===== src/hw/rtl/fre_pkg.sv =====
package fre_pkg;

   // field widths
   localparam int SampleWidth     = 16;
   localparam int LevelWidth      = 16;
   localparam int FrameCountWidth = 13;

   // longest frame that is accumulated
   localparam int MaxLength = 4096;

   localparam int CountWidth  = $clog2(MaxLength + 1);
   localparam int SquareWidth = 2 * SampleWidth;
   // each square is at most 2^30
   localparam int SumWidth    = 31 + $clog2(MaxLength);

   // mean square never exceeds 2^30, so 32 bits of quotient feed the root
   localparam int MeanWidth    = 32;
   localparam int RootSteps    = MeanWidth / 2;
   localparam int RootRemWidth = RootSteps + 2;

   localparam int StepWidth = $clog2(SumWidth);

   typedef enum logic [2:0] {
      ST_ACCUM,
      ST_FLUSH,
      ST_DIV_LOAD,
      ST_DIV,
      ST_ROOT_LOAD,
      ST_ROOT,
      ST_DONE
   } state_type;

   typedef struct packed {
      logic accept;
      logic div_load;
      logic div_step;
      logic root_load;
      logic root_step;
      logic out_load;
   } cmd_type;

   typedef struct packed {
      logic frame_end;
      logic out_free;
   } status_type;

endpackage


===== src/hw/rtl/fre_if.sv =====
interface fre_req_if;
   import fre_pkg::*;

   logic                          valid;
   logic                          ready;
   logic signed [SampleWidth-1:0] sample;
   logic                          frame_end;

   modport source (output valid, output sample, output frame_end, input ready);
   modport sink   (input valid, input sample, input frame_end, output ready);
endinterface

interface fre_rsp_if;
   import fre_pkg::*;

   logic                       valid;
   logic                       ready;
   logic [LevelWidth-1:0]      rms_level;
   logic [FrameCountWidth-1:0] frame_count;
   logic                       too_long;

   modport source (output valid, output rms_level, output frame_count,
                   output too_long, input ready);
   modport sink   (input valid, input rms_level, input frame_count,
                   input too_long, output ready);
endinterface


===== src/hw/rtl/fre_ctrl.sv =====
module fre_ctrl (
   input  logic                clock,
   input  logic                reset,
   input  logic                req_valid,
   output logic                req_ready,
   input  fre_pkg::status_type status,
   output fre_pkg::cmd_type    cmd
);
   import fre_pkg::*;

   state_type              state_ff, state_in;
   logic [StepWidth-1:0]   step_ff, step_in;
   logic                   div_last;
   logic                   root_last;

   assign div_last  = step_ff == StepWidth'(SumWidth - 1);
   assign root_last = step_ff == StepWidth'(RootSteps - 1);

   always_ff @(posedge clock) begin
      if (reset) begin
         state_ff <= ST_ACCUM;
         step_ff  <= '0;
      end else begin
         state_ff <= state_in;
         step_ff  <= step_in;
      end
   end

   always_comb begin
      state_in = state_ff;
      unique case (state_ff)
         ST_ACCUM: begin
            if (req_valid && status.frame_end) state_in = ST_FLUSH;
         end
         ST_FLUSH:     state_in = ST_DIV_LOAD;
         ST_DIV_LOAD:  state_in = ST_DIV;
         ST_DIV: begin
            if (div_last) state_in = ST_ROOT_LOAD;
         end
         ST_ROOT_LOAD: state_in = ST_ROOT;
         ST_ROOT: begin
            if (root_last) state_in = ST_DONE;
         end
         ST_DONE: begin
            if (status.out_free) state_in = ST_ACCUM;
         end
         default:      state_in = ST_ACCUM;
      endcase
   end

   always_comb begin
      cmd       = '0;
      req_ready = 1'b0;
      step_in   = '0;
      unique case (state_ff)
         ST_ACCUM: begin
            req_ready  = 1'b1;
            cmd.accept = req_valid;
         end
         ST_FLUSH: ;
         ST_DIV_LOAD:  cmd.div_load = 1'b1;
         ST_DIV: begin
            cmd.div_step = 1'b1;
            step_in      = step_ff + 1'b1;
         end
         ST_ROOT_LOAD: cmd.root_load = 1'b1;
         ST_ROOT: begin
            cmd.root_step = 1'b1;
            step_in       = step_ff + 1'b1;
         end
         ST_DONE:      cmd.out_load = status.out_free;
         default: ;
      endcase
   end

endmodule


===== src/hw/rtl/fre_dp.sv =====
module fre_dp (
   input  logic                                   clock,
   input  logic                                   reset,
   input  logic signed [fre_pkg::SampleWidth-1:0] req_sample,
   input  logic                                   req_frame_end,
   input  logic                                   rsp_ready,
   output logic                                   rsp_valid,
   output logic [fre_pkg::LevelWidth-1:0]         rsp_rms_level,
   output logic [fre_pkg::FrameCountWidth-1:0]    rsp_frame_count,
   output logic                                   rsp_too_long,
   input  fre_pkg::cmd_type                       cmd,
   output fre_pkg::status_type                    status
);
   import fre_pkg::*;

   // accumulation
   logic signed [SquareWidth-1:0] square;
   logic                          keep;
   logic [SquareWidth-1:0]        sq_ff;
   logic                          sq_valid_ff;
   logic [SumWidth-1:0]           sum_ff;
   logic [CountWidth-1:0]         count_ff;
   logic                          overflow_ff;

   // restoring divider
   logic [SumWidth-1:0]           div_quo_ff;
   logic [CountWidth-1:0]         div_rem_ff;
   logic [CountWidth-1:0]         div_divisor_ff;
   logic [CountWidth:0]           div_shift;
   logic [CountWidth:0]           div_diff;
   logic                          div_take;

   // digit-by-digit square root
   logic [MeanWidth-1:0]          root_rad_ff;
   logic [RootRemWidth-1:0]       root_rem_ff;
   logic [RootSteps-1:0]          root_ff;
   logic [RootRemWidth+1:0]       root_cand;
   logic [RootRemWidth+1:0]       root_trial;
   logic                          root_take;

   // result snapshot and output register
   logic [CountWidth-1:0]         res_count_ff;
   logic                          res_long_ff;
   logic                          rsp_valid_ff;
   logic [LevelWidth-1:0]         rsp_level_ff;
   logic [FrameCountWidth-1:0]    rsp_count_ff;
   logic                          rsp_long_ff;

   assign square = req_sample * req_sample;
   assign keep   = count_ff < CountWidth'(MaxLength);

   always_ff @(posedge clock) begin
      if (reset) begin
         sq_valid_ff <= 1'b0;
         sum_ff      <= '0;
         count_ff    <= '0;
         overflow_ff <= 1'b0;
      end else begin
         sq_valid_ff <= cmd.accept && keep;
         if (cmd.accept && keep) begin
            count_ff <= count_ff + 1'b1;
         end else if (cmd.accept) begin
            overflow_ff <= 1'b1;
         end
         if (sq_valid_ff) sum_ff <= sum_ff + SumWidth'(sq_ff);
         if (cmd.div_load) begin
            sum_ff      <= '0;
            count_ff    <= '0;
            overflow_ff <= 1'b0;
         end
      end
   end

   always_ff @(posedge clock) begin
      if (cmd.accept) sq_ff <= $unsigned(square);
   end

   assign div_shift = {div_rem_ff, div_quo_ff[SumWidth-1]};
   assign div_diff  = div_shift - {1'b0, div_divisor_ff};
   assign div_take  = div_shift >= {1'b0, div_divisor_ff};

   always_ff @(posedge clock) begin
      if (cmd.div_load) begin
         div_quo_ff     <= sum_ff;
         div_rem_ff     <= '0;
         div_divisor_ff <= count_ff;
         res_count_ff   <= count_ff;
         res_long_ff    <= overflow_ff;
      end else if (cmd.div_step) begin
         div_quo_ff <= {div_quo_ff[SumWidth-2:0], div_take};
         div_rem_ff <= div_take ? div_diff[CountWidth-1:0] : div_shift[CountWidth-1:0];
      end
   end

   assign root_cand  = {root_rem_ff, root_rad_ff[MeanWidth-1 -: 2]};
   assign root_trial = (RootRemWidth + 2)'({root_ff, 2'b01});
   assign root_take  = root_cand >= root_trial;

   always_ff @(posedge clock) begin
      if (cmd.root_load) begin
         // empty frame: mean taken as zero
         root_rad_ff <= (div_divisor_ff == '0) ? '0 : div_quo_ff[MeanWidth-1:0];
         root_rem_ff <= '0;
         root_ff     <= '0;
      end else if (cmd.root_step) begin
         root_rad_ff <= {root_rad_ff[MeanWidth-3:0], 2'b00};
         root_rem_ff <= root_take ? RootRemWidth'(root_cand - root_trial)
                                  : root_cand[RootRemWidth-1:0];
         root_ff     <= {root_ff[RootSteps-2:0], root_take};
      end
   end

   always_ff @(posedge clock) begin
      if (reset) begin
         rsp_valid_ff <= 1'b0;
      end else if (cmd.out_load) begin
         rsp_valid_ff <= 1'b1;
      end else if (rsp_ready) begin
         rsp_valid_ff <= 1'b0;
      end
   end

   always_ff @(posedge clock) begin
      if (cmd.out_load) begin
         rsp_level_ff <= LevelWidth'(root_ff);
         rsp_count_ff <= FrameCountWidth'(res_count_ff);
         rsp_long_ff  <= res_long_ff;
      end
   end

   assign rsp_valid       = rsp_valid_ff;
   assign rsp_rms_level   = rsp_level_ff;
   assign rsp_frame_count = rsp_count_ff;
   assign rsp_too_long    = rsp_long_ff;

   assign status.frame_end = req_frame_end;
   assign status.out_free  = !rsp_valid_ff || rsp_ready;

endmodule


===== src/hw/rtl/frame_rms_energy.sv =====
// channel | dir | beat contents                          | taken when
// req_bus | in  | sample (s16 Q1.15), frame_end          | valid && ready
// rsp_bus | out | rms_level (u16 Q1.15), frame_count, too_long | valid && ready
//
// Sequence: samples are taken one per cycle while the block accumulates. A frame end
//   starts the back end: a flush to finish the pending add, a 43-step restoring divide
//   (one quotient bit per cycle), a 16-step square root (one root bit per cycle), loads
//   and the result load. No samples are taken until the back end is done.
// Reset: synchronous, clears accumulator, count, flags and the result valid.
// Stalls: the result waits in the output register while the next frame's
//   samples are taken; a second frame end holds in the done state until
//   that register is free.
module frame_rms_energy (
   input logic     clock,
   input logic     reset,
   fre_req_if.sink   req_bus,
   fre_rsp_if.source rsp_bus
);
   import fre_pkg::*;

   cmd_type    cmd;
   status_type status;
   logic       req_ready;

   // sequencer: accumulate, flush, divide, root, hand off
   fre_ctrl u_ctrl (
      .clock     (clock),
      .reset     (reset),
      .req_valid (req_bus.valid),
      .req_ready (req_ready),
      .status    (status),
      .cmd       (cmd)
   );

   // squarer, accumulator, divide and root units, result register
   fre_dp u_dp (
      .clock           (clock),
      .reset           (reset),
      .req_sample      (req_bus.sample),
      .req_frame_end   (req_bus.frame_end),
      .rsp_ready       (rsp_bus.ready),
      .rsp_valid       (rsp_bus.valid),
      .rsp_rms_level   (rsp_bus.rms_level),
      .rsp_frame_count (rsp_bus.frame_count),
      .rsp_too_long    (rsp_bus.too_long),
      .cmd             (cmd),
      .status          (status)
   );

   assign req_bus.ready = req_ready;

endmodule


===== src/flat_wrapper.sv =====
// flat-port wrapper written by rule: the top's interface ports become plain ports
module frame_rms_energy_flat import fre_pkg::*;
  (clock, reset, req_bus_valid, req_bus_sample, req_bus_frame_end, req_bus_ready, rsp_bus_valid, rsp_bus_rms_level, rsp_bus_frame_count, rsp_bus_too_long, rsp_bus_ready);
  fre_req_if req_bus_i ();
  fre_rsp_if rsp_bus_i ();
  input logic clock;
  input logic reset;
  input wire logic [$bits(req_bus_i.valid)-1:0] req_bus_valid;
  input wire logic [$bits(req_bus_i.sample)-1:0] req_bus_sample;
  input wire logic [$bits(req_bus_i.frame_end)-1:0] req_bus_frame_end;
  output wire logic [$bits(req_bus_i.ready)-1:0] req_bus_ready;
  output wire logic [$bits(rsp_bus_i.valid)-1:0] rsp_bus_valid;
  output wire logic [$bits(rsp_bus_i.rms_level)-1:0] rsp_bus_rms_level;
  output wire logic [$bits(rsp_bus_i.frame_count)-1:0] rsp_bus_frame_count;
  output wire logic [$bits(rsp_bus_i.too_long)-1:0] rsp_bus_too_long;
  input wire logic [$bits(rsp_bus_i.ready)-1:0] rsp_bus_ready;
  assign req_bus_i.valid = req_bus_valid;
  assign req_bus_i.sample = req_bus_sample;
  assign req_bus_i.frame_end = req_bus_frame_end;
  assign req_bus_ready = req_bus_i.ready;
  assign rsp_bus_valid = rsp_bus_i.valid;
  assign rsp_bus_rms_level = rsp_bus_i.rms_level;
  assign rsp_bus_frame_count = rsp_bus_i.frame_count;
  assign rsp_bus_too_long = rsp_bus_i.too_long;
  assign rsp_bus_i.ready = rsp_bus_ready;
  frame_rms_energy u_core (.clock(clock), .reset(reset), .req_bus(req_bus_i), .rsp_bus(rsp_bus_i));
endmodule

===== config.mk =====
export PLATFORM = sky130hd
export DESIGN_NAME = frame_rms_energy_flat
export DESIGN_NICKNAME = d
export VERILOG_FILES = /design/src/hw/rtl/fre_pkg.sv /design/src/hw/rtl/fre_if.sv /design/src/hw/rtl/fre_ctrl.sv /design/src/hw/rtl/fre_dp.sv /design/src/hw/rtl/frame_rms_energy.sv /design/src/flat_wrapper.sv
export SDC_FILE = /design/constraint.sdc
export NUM_CORES = 1
export LEC_CHECK = 0
export BUFFER_PORTS_ARGS = -buffer_cell sky130_fd_sc_hd__buf_2
export CAP_MARGIN = 30
export CORE_ASPECT_RATIO = 0.7
export CORE_MARGIN = 2
export CORE_UTILIZATION = 59
export CTS_CLUSTER_DIAMETER = 30
export DETAILED_ROUTE_END_ITERATION = 6
export GPL_TIMING_DRIVEN = 0
export PLACE_DENSITY = 0.82
export RECOVER_POWER = 50
export SKIP_LAST_GASP = 1
export SYNTH_ARGS = -nofsm -noshare
export SYNTH_HDL_FRONTEND = slang
export SYNTH_SLANG_ARGS = --single-unit

===== constraint.sdc =====
create_clock -name clock -period 7.1 [get_ports clock]
set_clock_uncertainty 0.1 [all_clocks]
set_input_delay 0.355 -clock clock [delete_from_list [all_inputs] [get_ports clock]]
set_output_delay 0.355 -clock clock [all_outputs]
set_load 0.1 [all_outputs]

==> results.txt <==
----------------------------------------------------
[CTS]
  Clock tree from TritonCTS ... built
  Clock buffers created by TritonCTS ... 37
  Post-cts repair resize count ... 0
  Clock Latency Late Sink ... 0.54 ns
  Post-CTS setup buffers ... 0
  Number of buffers inserted by hold repair at cts ... 0
  Clock slew at reported path FFs ... 0.06 ns
  Root cell of the clock tree ... sky130_fd_sc_hd__clkbuf_16
  H-tree levels ... 2
  Max Root-Sink Buffers ... 3
  Number of sinks driven by the clock tree ... about 270

[Worst setup path]
  Data required time at the worst endpoint ... 7.28 ns
  Crit. End Element ... register
  Critical Path Start Type ... input port
  Crit Path Class ... in2reg
  Largest driver fanout on the critical path ... 10
  Arrival time at the worst endpoint ... 6.94 ns

[Detailed routing]
  Length of routed met2 wiring ... 22.6 mm
  1st-iter DRT viols ... 1336
  Total DRC errors in the routed layout ... 0
  First-pass iteration count of the detailed router ... 5
  Via count ... 15800
  Wire per inst ... 17.7 um
  Topmost layer with routed signal wires ... met4
  Total Wirelength ... 48.9 mm
  Vias per inst ... 5.70
  Detailed route wirelength on metal3 ... 3.83 mm
  Antenna-violating nets left ... 0
  Routed metal-1 wirelength ... 21.8 mm

[STA]
  Max-slew headroom ... -39.9%
  Count of endpoints failing hold in the final timing report ... 0
  Number of failing setup endpoints in the final timing report ... 0
  Fmax ... 148 MHz
  Post-route clock period utilization ... 95.2%
  Setup repair after global routing missed its margin ... no
  Final worst path period need ... 6.76 ns
  Slew @ Worst Pin ... around 2.1 ns
  Total negative setup slack ... 0 ns
  Number of pins exceeding their max-slew limit in the final report ... 69

[Global routing]
  Global-route wire length before repair ... 81.4 mm
  GR Overflow Total ... 0
  Number of global-route vias before repair ... 16600
  Antenna violations before repair ... 0
  Maximum number of pins on one net before global-route repair ... 47
  GR Util All Layers ... 26.5%

[Final layout]
  Layout overhead on the synthesized area ... 9.52%
  Share of post-route cells with drive strength above 1 ... 8.06%
  Final cell utilization of the core ... 66.2%
  Count of nets after finishing ... 2662
  Number of antenna diodes ... 0

[Die]
  I/O pin total ... 53
  Horiz. Die Dim ... 234 um
  Y dimension of the die ... 165 um
  Core outline area ... 36200 um^2
  Die footprint ... between 30000 and 40000 um^2
  Total number of placement rows ... 58
  Effective utilization at floorplan ... about three fifths

[Synth]
  Commonest cells in the netlist ... sky130_fd_sc_hd__inv_1 (410), sky130_fd_sc_hd__fa_1 (236), sky130_fd_sc_hd__ha_1 (152), sky130_fd_sc_hd__edfxtp_1 (150), sky130_fd_sc_hd__nand2_1 (147)
  Top-count cell post-synth ... sky130_fd_sc_hd__inv_1
  Netlist area before placement ... 21900 um^2
  Count of distinct cell types in the synthesized netlist ... 85
  Top cell type by total area after synthesis ... sky130_fd_sc_hd__fa_1
  Number of warning messages in the yosys log ... 0
  Area share of the largest cell type after synthesis ... 21.6%
  Prevailing post-synth register cell ... sky130_fd_sc_hd__edfxtp_1
  Post-Synthesis Net Count ... 2568
  Number of register bits inferred by synthesis ... 265
  Ys async rst share ... 0%
  Number of flops mapped to enable cells by yosys ... 150
  Ranking of synthesized cells by area ... sky130_fd_sc_hd__fa_1 (22%), sky130_fd_sc_hd__edfxtp_1 (21%), sky130_fd_sc_hd__dfxtp_1 (11%), sky130_fd_sc_hd__ha_1 (8.7%), sky130_fd_sc_hd__inv_1 (7.0%)
  Number of instances in the synthesized netlist ... about 2200
  Seq/Total Area, Yosys ... 31.1%
  Post-Syn Area per Cell ... 10.1 um^2

[Run status]
  Failing checks ... max-capacitance violations, max-slew violations
  Run status ... complete, but fails checks

[Placement]
  PortBufs ... 51
  Detailed Place HPWL ... roughly 37 mm
  Final Wtd Congestion ... between 0.9 and 1

[Flow run]
  Number of maximum-capacitance constraint violations ... 2

[Min path]
  Type of the worst min-delay path ... in2reg

----------------------------------------------------
[registers in the layout, indices dropped and copies added (netlist names), 16 cells and up]
signal	count
u_core.u_dp.root_rad_ff	32
u_core.u_dp.rsp_rms_level	16
u_core.u_dp.root_ff	16
u_core.u_dp.sum_ff	43
u_core.u_dp.root_rem_ff	18
u_core.u_dp.sq_ff	31
u_core.u_dp.div_quo_ff	43
[layout make-up]
type,count,area (um^2)
Clock buffer,42,997
Fill cell,2675,12300
Tap cell,480,601
Buffer,61,277
Clock inverter,26,260
Multi-Input combinational cell,1419,13200
Inverter,413,1550
Timing Repair Buffer,56,233
Sequential cell,265,6810
[logic make-up (layout without fill, tap and decap cells)]
kind of cell,after synthesis,in the layout,synth area share [%]
fa+ha+maj,388,388,30.3
buf+inv,475,598,8.37
mux,85,85,4.13
simple gates,489,489,10.8
xor+xnor,105,105,4.20
flops,265,265,31.1
compound gates,352,352,11.1
[path summary, 6_finish.rpt]
path / startpoint / endpoint / slack [ns] / cells after the start
max: req_bus_sample[5] / u_core.u_dp.sq_ff[28] / 0.34 / 24
min: rsp_bus_ready / u_core.u_dp.rsp_valid / 0.09 / 4
max reg2reg: u_core.u_ctrl.state_ff[1] / u_core.u_dp.div_quo_ff[34] / 3.73 / 5
min reg2reg: u_core.u_dp.res_long_ff / u_core.u_dp.rsp_too_long / 0.33 / 0
[metrics by stage]
stage	instances	setup slack, ns	instance area, um^2	hold slack [ns]
after floorplan	2159	0.886	21900	0.300
after global placement	2690	-0.00568	22700	0.305
after detailed placement	2694	-0.165	22800	0.307
after CTS	2762	0.369	24100	0.0766
after global routing	2762	0.0377	24000	0.124
final	2762	0.343	24000	0.0925
[cells in the final DEF (no fill, tap or decap), types with 22 or more instances in the layout]
| cell | netlist | layout |
|---|---|---|
| sky130_fd_sc_hd__nand2_1 | 147 | 147 |
| sky130_fd_sc_hd__nand3_1 | 46 | 46 |
| sky130_fd_sc_hd__edfxtp_1 | 150 | 150 |
| sky130_fd_sc_hd__dfxtp_1 | 115 | 115 |
| sky130_fd_sc_hd__inv_1 | 410 | 411 |
| sky130_fd_sc_hd__clkbuf_1 | 41 | 80 |
| sky130_fd_sc_hd__o21ai_0 | 67 | 67 |
| sky130_fd_sc_hd__clkbuf_16 | 0 | 39 |
| sky130_fd_sc_hd__o21ai_1 | 22 | 22 |
| sky130_fd_sc_hd__buf_2 | 9 | 26 |
| sky130_fd_sc_hd__fa_1 | 236 | 236 |
| sky130_fd_sc_hd__nor2_1 | 130 | 130 |
| sky130_fd_sc_hd__a21oi_1 | 88 | 88 |
| sky130_fd_sc_hd__and2_1 | 46 | 46 |
| sky130_fd_sc_hd__xor2_1 | 40 | 40 |
| sky130_fd_sc_hd__xnor2_1 | 65 | 65 |
| sky130_fd_sc_hd__mux2_2 | 42 | 42 |
| sky130_fd_sc_hd__ha_1 | 152 | 152 |
| sky130_fd_sc_hd__a21o_1 | 32 | 32 |
| sky130_fd_sc_hd__a22o_1 | 34 | 34 |
| sky130_fd_sc_hd__mux2i_1 | 43 | 43 |
[metal layers]
metal / vias to the layer above / track usage, %
met5: - / 0
met4: 0 / 5.70
met3: 66 / 5.48
met2: 556 / 43.0
met1: 7795 / 37.1
li1: 7340 / -
[worst max-delay path, stage by stage]
cell,delay [ns]
sky130_fd_sc_hd__buf_2,0.26
sky130_fd_sc_hd__clkbuf_1,0.58
sky130_fd_sc_hd__nand2_1,0.19
sky130_fd_sc_hd__fa_1,0.52
sky130_fd_sc_hd__inv_1,0.05
sky130_fd_sc_hd__fa_1,0.50
sky130_fd_sc_hd__inv_1,0.05
sky130_fd_sc_hd__fa_1,0.48
sky130_fd_sc_hd__inv_1,0.06
sky130_fd_sc_hd__fa_1,0.51
sky130_fd_sc_hd__fa_1,0.56
sky130_fd_sc_hd__inv_1,0.06
sky130_fd_sc_hd__fa_1,0.53
sky130_fd_sc_hd__inv_1,0.04
sky130_fd_sc_hd__ha_1,0.37
sky130_fd_sc_hd__a21oi_1,0.26
sky130_fd_sc_hd__a21oi_1,0.14
sky130_fd_sc_hd__o21ai_0,0.40
sky130_fd_sc_hd__nand3_1,0.24
sky130_fd_sc_hd__nand4_1,0.18
sky130_fd_sc_hd__a31oi_1,0.12
sky130_fd_sc_hd__o21ai_1,0.18
sky130_fd_sc_hd__nor2b_1,0.21
sky130_fd_sc_hd__xnor2_1,0.08
Power is not shown: default switching activity piles up to over one toggle a cycle in this logic, so the estimate is an artifact.
